**src/design/nearest_neighbor_ratio_edges_core_assert.svh**
```systemverilog
// Assertion macros used by the edge finder core.
`ifndef NEAREST_NEIGHBOR_RATIO_EDGES_CORE_ASSERT_SVH
`define NEAREST_NEIGHBOR_RATIO_EDGES_CORE_ASSERT_SVH

// Same-cycle implication, checked outside reset.
`define NNRE_ASSERT_IMPL(label, ante, cons) \
    label: assert property (@(posedge i_clk) disable iff (!i_rst_n) (ante) |-> (cons)) \
        else $error("nnre assertion failed");

// Next-cycle implication, checked outside reset.
`define NNRE_ASSERT_NEXT(label, ante, cons) \
    label: assert property (@(posedge i_clk) disable iff (!i_rst_n) (ante) |=> (cons)) \
        else $error("nnre assertion failed");

`endif

```
**src/design/nnre_pkg.sv**
```systemverilog
// Shared types and constants of the ratio-of-nearest edge finder.
package nnre_pkg;

    localparam int NODE_W      = 6;
    localparam int AXIS_W      = 3;
    localparam int COORD_W     = 16;
    localparam int CFG_NODES_W = 7;
    localparam int CFG_AXES_W  = 4;
    localparam int CFG_RATIO_W = 16;
    localparam int CFG_IDX_W   = 2;
    localparam int CFG_DATA_W  = 16;

    // Parameter defaults
    localparam int MAX_NODES_DEF  = 64;
    localparam int MAX_AXES_DEF   = 8;
    localparam int COORD_BITS_DEF = 16;

    // Register indexes
    localparam logic [CFG_IDX_W-1:0] REG_NODES = 2'd0;
    localparam logic [CFG_IDX_W-1:0] REG_AXES  = 2'd1;
    localparam logic [CFG_IDX_W-1:0] REG_RATIO = 2'd2;

    // Register reset values
    localparam logic [CFG_NODES_W-1:0] RST_NODES = 7'd64;
    localparam logic [CFG_AXES_W-1:0]  RST_AXES  = 4'd2;
    localparam logic [CFG_RATIO_W-1:0] RST_RATIO = 16'd1024;

    // Item modes
    localparam logic MODE_WRITE = 1'b0;
    localparam logic MODE_QUERY = 1'b1;

    typedef struct packed {
        logic               mode;
        logic [NODE_W-1:0]  node_index;
        logic [AXIS_W-1:0]  axis_index;
        logic [COORD_W-1:0] coordinate;
    } t_in_item;

    typedef struct packed {
        logic              edge_valid;
        logic [NODE_W-1:0] edge_from;
        logic [NODE_W-1:0] edge_to;
        logic              last_edge;
    } t_out_item;

    // Control that travels with each coordinate pair through the distance unit
    typedef struct packed {
        logic              valid;
        logic              first;
        logic              last_axis;
        logic              last_node;
        logic              zero;
        logic [NODE_W-1:0] node_j;
    } t_dist_tag;

endpackage

```
**src/design/nnre_dist_unit.sv**
```systemverilog
// Shared squared-distance unit: absolute difference, square, accumulate over axes.
module nnre_dist_unit
    import nnre_pkg::*;
#(
    parameter int COORD_BITS = COORD_BITS_DEF,
    parameter int DIST_W     = 2 * COORD_BITS_DEF + 3
) (
    input  logic                  i_clk,
    input  logic                  i_rst_n,
    input  logic                  i_en,
    input  logic [COORD_BITS-1:0] i_p,
    input  logic [COORD_BITS-1:0] i_q,
    input  t_dist_tag             i_tag,
    output logic [DIST_W-1:0]     o_dist,
    output t_dist_tag             o_tag
);

    logic [COORD_BITS-1:0]   r_diff;
    logic [2*COORD_BITS-1:0] r_sq;
    logic [DIST_W-1:0]       r_acc;
    t_dist_tag               r_tag_c;
    t_dist_tag               r_tag_d;
    t_dist_tag               r_tag_e;
    logic [COORD_BITS-1:0]   n_diff;
    t_dist_tag               n_tag_e;

    // Absolute difference; a query with no axes sees zero distance
    always_comb begin
        if (i_tag.zero) begin
            n_diff = '0;
        end else if (i_p >= i_q) begin
            n_diff = i_p - i_q;
        end else begin
            n_diff = i_q - i_p;
        end
    end

    // Payload stages
    always_ff @(posedge i_clk) begin
        if (i_en) begin
            r_diff <= n_diff;
            r_sq   <= r_diff * r_diff;
            if (r_tag_d.valid) begin
                r_acc <= r_tag_d.first ? DIST_W'(r_sq) : r_acc + DIST_W'(r_sq);
            end
        end
    end

    // A distance is done once its last axis is summed
    always_comb begin
        n_tag_e       = r_tag_d;
        n_tag_e.valid = r_tag_d.valid & r_tag_d.last_axis;
    end

    // Tag stages
    always_ff @(posedge i_clk) begin
        if (!i_rst_n) begin
            r_tag_c <= '0;
            r_tag_d <= '0;
            r_tag_e <= '0;
        end else if (i_en) begin
            r_tag_c <= i_tag;
            r_tag_d <= r_tag_c;
            r_tag_e <= n_tag_e;
        end
    end

    assign o_dist = r_acc;
    assign o_tag  = r_tag_e;

endmodule

```
**config.mk**
```make
export PLATFORM = sky130hd
export DESIGN_NAME = nnre_dist_unit
export DESIGN_NICKNAME = d
export VERILOG_FILES = /design/src/design/nearest_neighbor_ratio_edges_core_assert.svh /design/src/design/nnre_pkg.sv /design/src/design/nnre_dist_unit.sv
export SDC_FILE = /design/constraint.sdc
export NUM_CORES = 1
export LEC_CHECK = 0
export BUFFER_PORTS_ARGS = -buffer_cell sky130_fd_sc_hd__buf_2
export CORE_MARGIN = 2
export CORE_UTILIZATION = 37
export CTS_CLUSTER_DIAMETER = 60
export DETAILED_ROUTE_END_ITERATION = 10
export HOLD_SLACK_MARGIN = 0.02
export PLACE_DENSITY = 0.53
export SYNTH_ARGS = -nofsm -noshare
export SYNTH_HDL_FRONTEND = slang
export SYNTH_SLANG_ARGS = --single-unit
export TNS_END_PERCENT = 10
```
**constraint.sdc**
```tcl
create_clock -name i_clk -period 7.29 [get_ports i_clk]
set_input_delay 0.3645 -clock i_clk [delete_from_list [all_inputs] [get_ports i_clk]]
set_output_delay 0.3645 -clock i_clk [all_outputs]
set_load 0.01 [all_outputs]
```
---- After elaboration in Yosys (flattened, before gate mapping) ----
Cells that the tools add are included.
word-level totals
  register bits ........................... 116
  latch bits .............................. 0
  memory bits (writable) .................. 0
  bits in read-only memories .............. 0
  input bits .............................. 46
  output and inout port bits .............. 46
  word-level logic and storage cells ...... 31
  memories kept ........................... 0
cells by class
  add/sub/neg operators ................... 3
  $mul .................................... 1
  div/mod/pow operators ................... 0
  magnitude comparators ................... 1
  equality and inequality tests ........... 0
  shift operators ......................... 0
  muxes and demuxes ....................... 2
  bitwise logic cells ..................... 1
  reduce and logical (&&, ||, !) cells .... 1
operator list
  cell               number
  $add A35 B32 Y35   1
  $mul A16 B16 Y32   1
  $mux W32           1
  $sub A16 B16 Y16   2
  $ge A16 B16 Y1     1
  $mux W16           1
  $reduce_and A2 Y1  1
  $and A1 B1 Y1      1

---- Longest topological paths before layout ----
Gate-level depths: netlist (run 1).
  depth after elaboration ................. 2
  gate-level depth with buffers ........... 24
  depth with buffers taken out ............ 23

---- Worst setup path before layout (run 1) ----
Ideal clock, no wire load.
  path type ............................... reg2reg
  from .................................... register r_diff[1]
  to ...................................... register r_sq[30] (data pin)
  library setup time ...................... 0.260 ns
  arrival ................................. 5.912 ns
  data required time ...................... 7.030 ns
  slack ................................... 1.118 ns
  stages on the path, launching flop included .. 22
  path buffers ............................ 2
  period minus slack after synthesis ...... 6.172 ns
  cells stage by stage .................... edfxtp_1 > clkbuf_1 > clkbuf_1 > nand2_1 > fa_1 > fa_1 > inv_1 > fa_1 > fa_1 > fa_1 > inv_1 > fa_1 > inv_1 > ha_1 > a21o_1 > a21o_1 > a21o_1 > a221o_1 > a31oi_4 > a41oi_2 > a221oi_2 > xnor2_1
between the ends
  longest elaborated chain between the ends .. 1
ends and longest elaborated chain
  what                    line                  RTL
  start, declared         nnre_dist_unit.sv:18  logic [COORD_BITS-1:0] r_diff;
  start signal, assigned  nnre_dist_unit.sv:41  r_diff <= n_diff;
  $mul A16 B16 Y32        nnre_dist_unit.sv:42  r_sq <= r_diff * r_diff;
  end signal, assigned    nnre_dist_unit.sv:42
  end, declared           nnre_dist_unit.sv:19  logic [2*COORD_BITS-1:0] r_sq;
No other way between the ends.
A chain may end at the register's enable or synchronous reset.

---- Worst setup path in the final report (run 1) ----
Same ends and word-level chain as after synthesis.

==> results of run 1 <==
==> metrics by stage <==
step	worst slack (ns)	hold WS, ns
2_1_floorplan	1.12	0.477
3_3_place_gp	0.825	0.481
3_5_place_dp	0.710	0.501
4_1_cts	0.702	0.173
5_1_grt	0.380	0.178
6_report	0.710	0.189
==> critical path: cells and delay by family, from the launching register on <==
family          cells  cell delay (ns)
compound gates      7             1.67
xor+xnor            1             0.09
fa+ha+maj           7             3.40
buf+inv             3             0.15
flops               1             0.80
simple gates        1             0.22
==> worst min path at each step <==
| stage | startpoint | slack [ns] | endpoint |
|---|---|---|---|
| 4_1_cts | i_tag[7] | 0.17 | r_tag_c[7] |
| 3_3_place_gp | o_tag[10] | 0.48 | o_tag[10] |
| 2_1_floorplan | i_en | 0.48 | r_diff[0] |
| 5_1_grt | i_tag[7] | 0.18 | r_tag_c[7] |
| 3_5_place_dp | o_tag[2] | 0.50 | o_tag[2] |
| 6_report | i_tag[5] | 0.19 | r_tag_c[5] |
==> cells in the final DEF (no fill, tap or decap), types with 32 or more instances in the layout <==
cell type,synthesis,layout
and2_1,48,48
nor2b_1,48,48
a21o_1,50,50
fa_1,164,164
inv_1,291,291
nor2_1,70,70
dfxtp_1,33,32
ha_1,163,163
nand2_1,141,141
edfxtp_1,82,82
mux2i_1,43,43
o21ai_0,61,61
xnor2_1,46,46
a21oi_1,77,77
buf_2,2,90
==> layer usage <==
layer | routed length, µm | global-route usage
met2 | 14100 | 0.258
met5 | 0 | 0
met3 | 1100 | 0.0266
met1 | 16000 | 0.224
met4 | 452 | 0.0417
==> Yosys cell counts (46+ instances only) <==
cell type,count
nand2_1,141
a21oi_1,77
nor2_1,70
ha_1,163
nor2b_1,48
inv_1,291
and2_1,48
fa_1,164
o21ai_0,61
xnor2_1,46
a21o_1,50
clkbuf_1,47
edfxtp_1,82
==> kinds of logic after synthesis <==
kind of cell             synth area share
flip-flops                          0.214
multiplexers                       0.0380
buffers and inverters              0.0892
XOR/XNOR                           0.0456
adder cells (fa/ha/maj)             0.365
AND/OR/NAND/NOR                     0.123
AO/OA/AOI/OAI                       0.125
==> cell type report <==
class | count | area (µm²) | area share
Timing Repair Buffer | 97 | 503 | 0.0312
Tap cell | 518 | 648 | 0.0402
Sequential cell | 115 | 3120 | 0.194
Clock inverter | 6 | 36.3 | 0.00225
Clock buffer | 26 | 543 | 0.0337
Inverter | 291 | 1090 | 0.0678
Multi-Input combinational cell | 1109 | 10200 | 0.631
==> sequential cells by signal, indices dropped and copies added, names as in the netlist <==
signal	count
r_tag_c	11
r_sq	31
r_tag_d	1
o_tag	11
n_tag_e	10
r_diff	16
o_dist	35
==> results.yml, run 1 <==
drt:
  drt-initial-drc-count: 441
  wl_um: 31700
  drt-pass1-iter-count: 5
  wire_per_inst_um: 14.6
  ant_nets: 0
  vias: 10372
  vias_per_cell: 4.80
  drc: 0
synthesis:
  synth-seq-area-share: 0.214
  synthCells: 1568
  syn-num-nets: 1941
  synth.top_cells.by_area: "fa_1 (23%), edfxtp_1 (17%), ha_1 (14%)"
  ys_ff_latch: 115
  netlist.area_leader.share: 0.225
  yosysTopAreaCell: "fa_1"
  synthFlopType: "edfxtp_1"
  async_flop_share: 0
  synth-edff-count: 82
  yosysUniqueCellTypes: 71
  synth_area_um2: 14600
  yosys_warnings: 0
  syn_avg_cell_area_um2: 9.30
die:
  die_area_um2: 41000
  start_util: 0.376
  chipHeight_um: 203
  core_um2: 38700
  num_rows: 72
  die_width_um: 203
  io_pins: 92
setup_path:
  r2r-start: "r_diff[1]"
  crit_end: "r_sq[30]"
  path_cells: "nand2_1 -> fa_1 -> fa_1 -> inv_1 -> fa_1 -> fa_1 -> fa_1 -> inv_1 -> fa_1 -> inv_1 -> ha_1 -> a21o_1 -> a21o_1 -> a21o_1 -> a221o_1 -> a31oi_4 -> a41oi_2 -> a221oi_2 -> xnor2_1"
  rrSetupSlack_ns: 0.71
  cp.arrival_ns: 6.75
  cp-end-kind: "flop"
  cp_slowest_stage_delay_ns: 0.80
  rr_worst_depth: 19
  startpoint_type: "flop"
  critical_path_class: "flop to flop"
  slowest_stage: "edfxtp_1"
  critPathRequiredTime_ns: 7.46
  crit_path_start: "r_diff[1]"
  cpMostUsedCell: "fa_1"
  r2r-end: "r_sq[30]"
  critPathMaxFanout: 20
final_layout:
  final_cell_area_um2: 16100
  area.growth.synth_to_final_pct: 10.4
  diodes: 0
  finish.utilization: 0.416
  drive_above_1_share: 0.0918
  finish.net_count: 2004
  fillCellCount: 3859
  final-instance-count-excl-fill: 2162
min_path:
  hold_class: "input port to flop"
  min_path_cells: 3
grt:
  overflow: 0
  grt.total_usage: 0.160
  grt_pass1_wl_um: 53300
  grt_max_degree: 56
  first_global_vias: 10727
  antenna_found_initial: 0
timing:
  relSlewSlack: 0.293
  worst_pin_slew_ns: 1.06
  hold_viol: 0
  slew_viol_final: 0
  setup_tns_ns: 0
  finalCriticalPeriod_ns: 6.58
  setup_viol: 0
  finalClockSkew_ns: 0.0182
  period_share: 0.903
  rsz0062_at_grt: "no"
  fmax_mhz: 152
placement:
  dp_hpwl_um: 25700
  place.gp.congestion: 0.894
  dp.cells: 2130
  io_buffers: 91
  place_area_um2: 15500
cts:
  ctsResizeCount: 0
  clk_pin_slew_ns: 0.07
  cts_tree: "built"
  cts.sinks: 115
  cts.hold.buffers_added: 0
  post_cts_buffers: 0
  clk_path_buf_depth: 2
  cts_root_buf: "clkbuf_16"
  numCtsBuffers: 17
  clock_latency_ns: 0.43
  htreeDepth: 4
job:
  cap_violations: 0
status:
  status: "complete, no violations"
Power of run 1 is left out: the tool's default activity adds up to more than one toggle a clock period on the data nets, which glitch-free logic cannot reach.
==> inputs of run 2 (changes only) <==
GPL_TIMING_DRIVEN = 0   (was default)
==> run 2 against run 1 <==
  * Clock skew is 0.0014 ns higher
  * Sequential share of layout area down 0.19 points
  * Die area did not move
  * Worst setup slack worse by 0.35 ns
  * First-iteration DRC count down 12%
  * Fmax is 5.0% lower
  * Count of clock-buffer cells in the layout is 4 lower
  * Via count grew 3.2%
  * Sequential cell count stayed put
  * Non-clock buffer count up 48
  * Largest cell class unchanged
==> results.yml, run 2 (synthesized netlist as in run 1, its figures left out) <==
timing:
  setup_viol: 0
  finalCriticalPeriod_ns: 6.93
  setup_tns_ns: 0
  period_share: 0.950
  relSlewSlack: 0.254
  slew_viol_final: 0
  fmax_mhz: 144
  hold_viol: 0
  worst_pin_slew_ns: 1.12
  fin_ws_ns: 0.364
  finalClockSkew_ns: 0.0197
  hold_ws_ns: 0.203
  rsz0062_at_grt: "no"
grt:
  grt_max_degree: 49
  grt.total_usage: 0.171
  first_global_vias: 11097
  met2_usage: 0.281
  grt_pass1_wl_um: 56100
  antenna_found_initial: 0
  grt_use_met1: 0.234
  use_met3: 0.0257
  overflow: 0
  grt-busiest-layer: "met2"
die:
  die_width_um: 203
  chipHeight_um: 203
  die_area_um2: 41000
  core_um2: 38700
  io_pins: 92
  num_rows: 72
  start_util: 0.376
setup_path:
  rr_worst_depth: 20
  path_cells: "clkbuf_1 -> nand2_1 -> fa_1 -> fa_1 -> inv_1 -> fa_1 -> fa_1 -> fa_1 -> inv_1 -> fa_1 -> inv_1 -> ha_1 -> a21o_1 -> a21o_1 -> a21o_1 -> a221o_1 -> a31oi_4 -> a41oi_2 -> a221oi_2 -> xnor2_1"
  slowest_stage: "edfxtp_1"
  critical_path_class: "flop to flop"
  critPathRequiredTime_ns: 7.46
  r2r-start: "r_diff[13]"
  critPathBufInv: 4
  cp.arrival_ns: 7.10
  cpLargestDelayFamily: "adder cells"
  r2r-end: "r_sq[30]"
  startpoint_type: "flop"
  critPathMaxFanout: 10
  cpMostUsedCell: "fa_1"
  cp-end-kind: "flop"
  cp_slowest_stage_delay_ns: 0.64
  rrSetupSlack_ns: 0.36
min_path:
  min_path_cells: 3
  whs_endpoint: "r_tag_c[2]"
  holdCritStartpoint: "i_tag[2]"
  hold_class: "input port to flop"
cts:
  clk_pin_slew_ns: 0.06
  cts_tree: "built"
  cts_root_buf: "clkbuf_16"
  clk_path_buf_depth: 2
  htreeDepth: 4
  numCtsBuffers: 17
  clock_latency_ns: 0.44
  cts.sinks: 115
final_layout:
  drive_above_1_share: 0.0899
  largest_reg_flops: 35
  finish.net_count: 2052
  diodes: 0
  layout_commonest_cell: "inv_1"
  area.growth.synth_to_final_pct: 11.5
  final_cell_mix: "inv_1 (291), fa_1 (164), ha_1 (163), nand2_1 (141), buf_2 (93)"
drt:
  vias: 10706
  drt-initial-drc-count: 387
  wl_um: 33800
  drt-pass1-iter-count: 4
  drc: 0
  ant_nets: 0
  wire_per_inst_um: 15.3
  vias_per_cell: 4.85
status:
  status: "complete, no violations"
job:
  cap_violations: 0
placement:
  place.gp.congestion: 0.895
  dp_hpwl_um: 28000
  place_ws_ns: 0.231
  io_buffers: 91
## run 2: final cells by class
| cell class | instances | area, µm² |
|---|---|---|
| Buffer | 53 | 211 |
| Clock buffer | 22 | 497 |
| Clock inverter | 9 | 48.8 |
| Fill cell | 3925 | 22500 |
| Inverter | 291 | 1090 |
| Multi-Input combinational cell | 1109 | 10200 |
| Sequential cell | 115 | 3120 |
| Tap cell | 518 | 648 |
| Timing Repair Buffer | 92 | 475 |
## run 2: worst max-delay path by stage
stage	depth (start not counted)	start	endpoint
after global placement	21	r_diff[1]	r_sq[30]
after CTS	21	r_diff[4]	r_sq[29]
after floorplan	21	r_diff[1]	r_sq[30]
after detailed placement	21	r_diff[4]	r_sq[29]
final	20	r_diff[13]	r_sq[30]
after global routing	21	r_diff[1]	r_sq[30]
## run 2: tightest hold or removal path, delay by kind of cell
family                 cells  cell delay, ns
buffers and inverters      1            0.08
and+or+nand+nor            1            0.10
muxes                      1            0.05
## run 2: metal layers
layer / vias to the layer above / share of wire
met4: 0 / 0.016
met1: 5131 / 0.48
met5: - / 0
met2: 184 / 0.47
li1: 5366 / -
met3: 25 / 0.035
## run 2: metrics by stage
step	cell area [µm²]	cells	util
2_1_floorplan	14600	1568	-
3_3_place_gp	15700	2177	0.405
3_5_place_dp	15700	2178	0.405
4_1_cts	16300	2209	0.420
5_1_grt	16300	2209	0.420
6_report	16300	2209	0.420
## run 2: what timing repair did
action	in CTS	in global routing
buffers inserted	0	0
endpoints found under the setup margin	0	3
gates resized for setup	0	4
hold buffers	0	0
Power of run 2 is left out for the same reason.
==> inputs of run 3 (changes only) <==
CORE_UTILIZATION = 30   (was 37)
PLACE_DENSITY = 0.45   (was 0.53)
==> run 3 against run 2 <==
  * Hold slack got worse by 0.027 ns
  * Non-clock buffer count did not move
  * Die area rose by 23%
  * Clock skew down 0.0092 ns
  * Sequential share of layout area decreased by 0.16 points
  * First-iteration DRC count up 28%
  * Highest routed layer unchanged
==> results.yml, run 3 (synthesized netlist as in run 1, its figures left out) <==
status:
  status: "complete, no violations"
cts:
  cts.hold.buffers_added: 0
  cts_root_buf: "clkbuf_16"
  clock_latency_ns: 0.45
  cts_tree: "built"
  clk_pin_slew_ns: 0.06
  clk_path_buf_depth: 2
  numCtsBuffers: 17
  cts.sinks: 115
  htreeDepth: 4
grt:
  first_global_vias: 11078
  antenna_found_initial: 1
  grt_pass1_wl_um: 58400
  grt-busiest-layer: "met2"
  grt_max_degree: 49
  met2_usage: 0.249
  overflow: 0
  use_met3: 0.0213
  grt.total_usage: 0.148
  grt_use_met1: 0.199
final_layout:
  area.growth.synth_to_final_pct: 12.4
  finish.net_count: 2052
  layout_commonest_cell: "inv_1"
  largest_reg_flops: 35
  final-instance-count-excl-fill: 2307
  fillCellCount: 4990
  diodes: 0
  final_cell_mix: "inv_1 (291), fa_1 (164), ha_1 (163), nand2_1 (141), buf_2 (93)"
  drive_above_1_share: 0.0922
timing:
  hold_viol: 0
  finalClockSkew_ns: 0.0104
  fin_ws_ns: 0.312
  period_share: 0.957
  finalCriticalPeriod_ns: 6.98
  setup_viol: 0
  setup_tns_ns: 0
  rsz0062_at_grt: "no"
  hold_ws_ns: 0.175
  fmax_mhz: 143
  worst_pin_slew_ns: 1.14
  slew_viol_final: 0
  relSlewSlack: 0.239
die:
  die_area_um2: 50400
  io_pins: 92
  core_um2: 47800
  die_width_um: 224
  chipHeight_um: 224
  num_rows: 80
  start_util: 0.305
setup_path:
  critPathRequiredTime_ns: 7.49
  cp.arrival_ns: 7.17
  crit_path_start: "r_diff[13]"
  startpoint_type: "flop"
  cp-end-kind: "flop"
  critical_path_class: "flop to flop"
  r2r-start: "r_diff[13]"
  critPathMaxFanout: 10
placement:
  dp_hpwl_um: 29700
  place.gp.congestion: 0.847
  place_ws_ns: 0.128
  dp.cells: 2275
  io_buffers: 91
drt:
  drt-initial-drc-count: 496
  wl_um: 35800
  ant_nets: 0
  drt-pass1-iter-count: 6
  wire_per_inst_um: 15.5
  drc: 0
  vias_per_cell: 4.58
  vias: 10571
min_path:
  holdCritStartpoint: "i_tag[8]"
  hold_class: "input port to flop"
job:
  cap_violations: 0
run 3: final cells by class:
cell class	instances	area, µm²	area share
plain buffers	53	213	0.0130
clock buffers	18	450	0.0275
clock inverters	14	100	0.00611
inverters	291	1090	0.0666
multi-input cells	1109	10200	0.620
flip-flops and latches	115	3120	0.191
well taps	615	769	0.0469
repair buffers	92	483	0.0295
run 3: worst max-delay path, stage by stage (launching register included):
cell      delay (ns)
edfxtp_1        0.66
clkbuf_1        0.55
nand2_1         0.18
fa_1            0.53
fa_1            0.55
inv_1           0.05
fa_1            0.48
fa_1            0.51
fa_1            0.49
inv_1           0.05
fa_1            0.48
inv_1           0.04
ha_1            0.36
a21o_1          0.25
a21o_1          0.18
a21o_1          0.19
a221o_1         0.35
a31oi_4         0.23
a41oi_2         0.19
a221oi_2        0.30
xnor2_1         0.09
run 3: stage by stage:
step,util,instance area (µm²)
3_5_place_dp,0.331,15800
2_1_floorplan,-,14600
5_1_grt,0.343,16400
6_report,0.343,16400
3_3_place_gp,0.330,15800
4_1_cts,0.342,16400
run 3: final timing paths:
path         cells after the start  slack, ns          to
max reg2reg                     20       0.31    r_sq[30]
min reg2reg                      2       0.49   o_tag[10]
max                             20       0.31    r_sq[30]
min                              3       0.18  r_tag_c[8]
run 3: layer usage:
| layer | vias up | routed length (µm) |
|---|---|---|
| li1 | 5363 | - |
| met2 | 137 | 17000 |
| met3 | 26 | 902 |
| met4 | 0 | 486 |
| met5 | - | 0 |
| met1 | 5045 | 17400 |
run 3: timing repair:
action / CTS / global route
gates resized for setup: 0 / 6
setup endpoints to repair: 0 / 5
buffers inserted: 0 / 0
Power of run 3 is left out for the same reason.
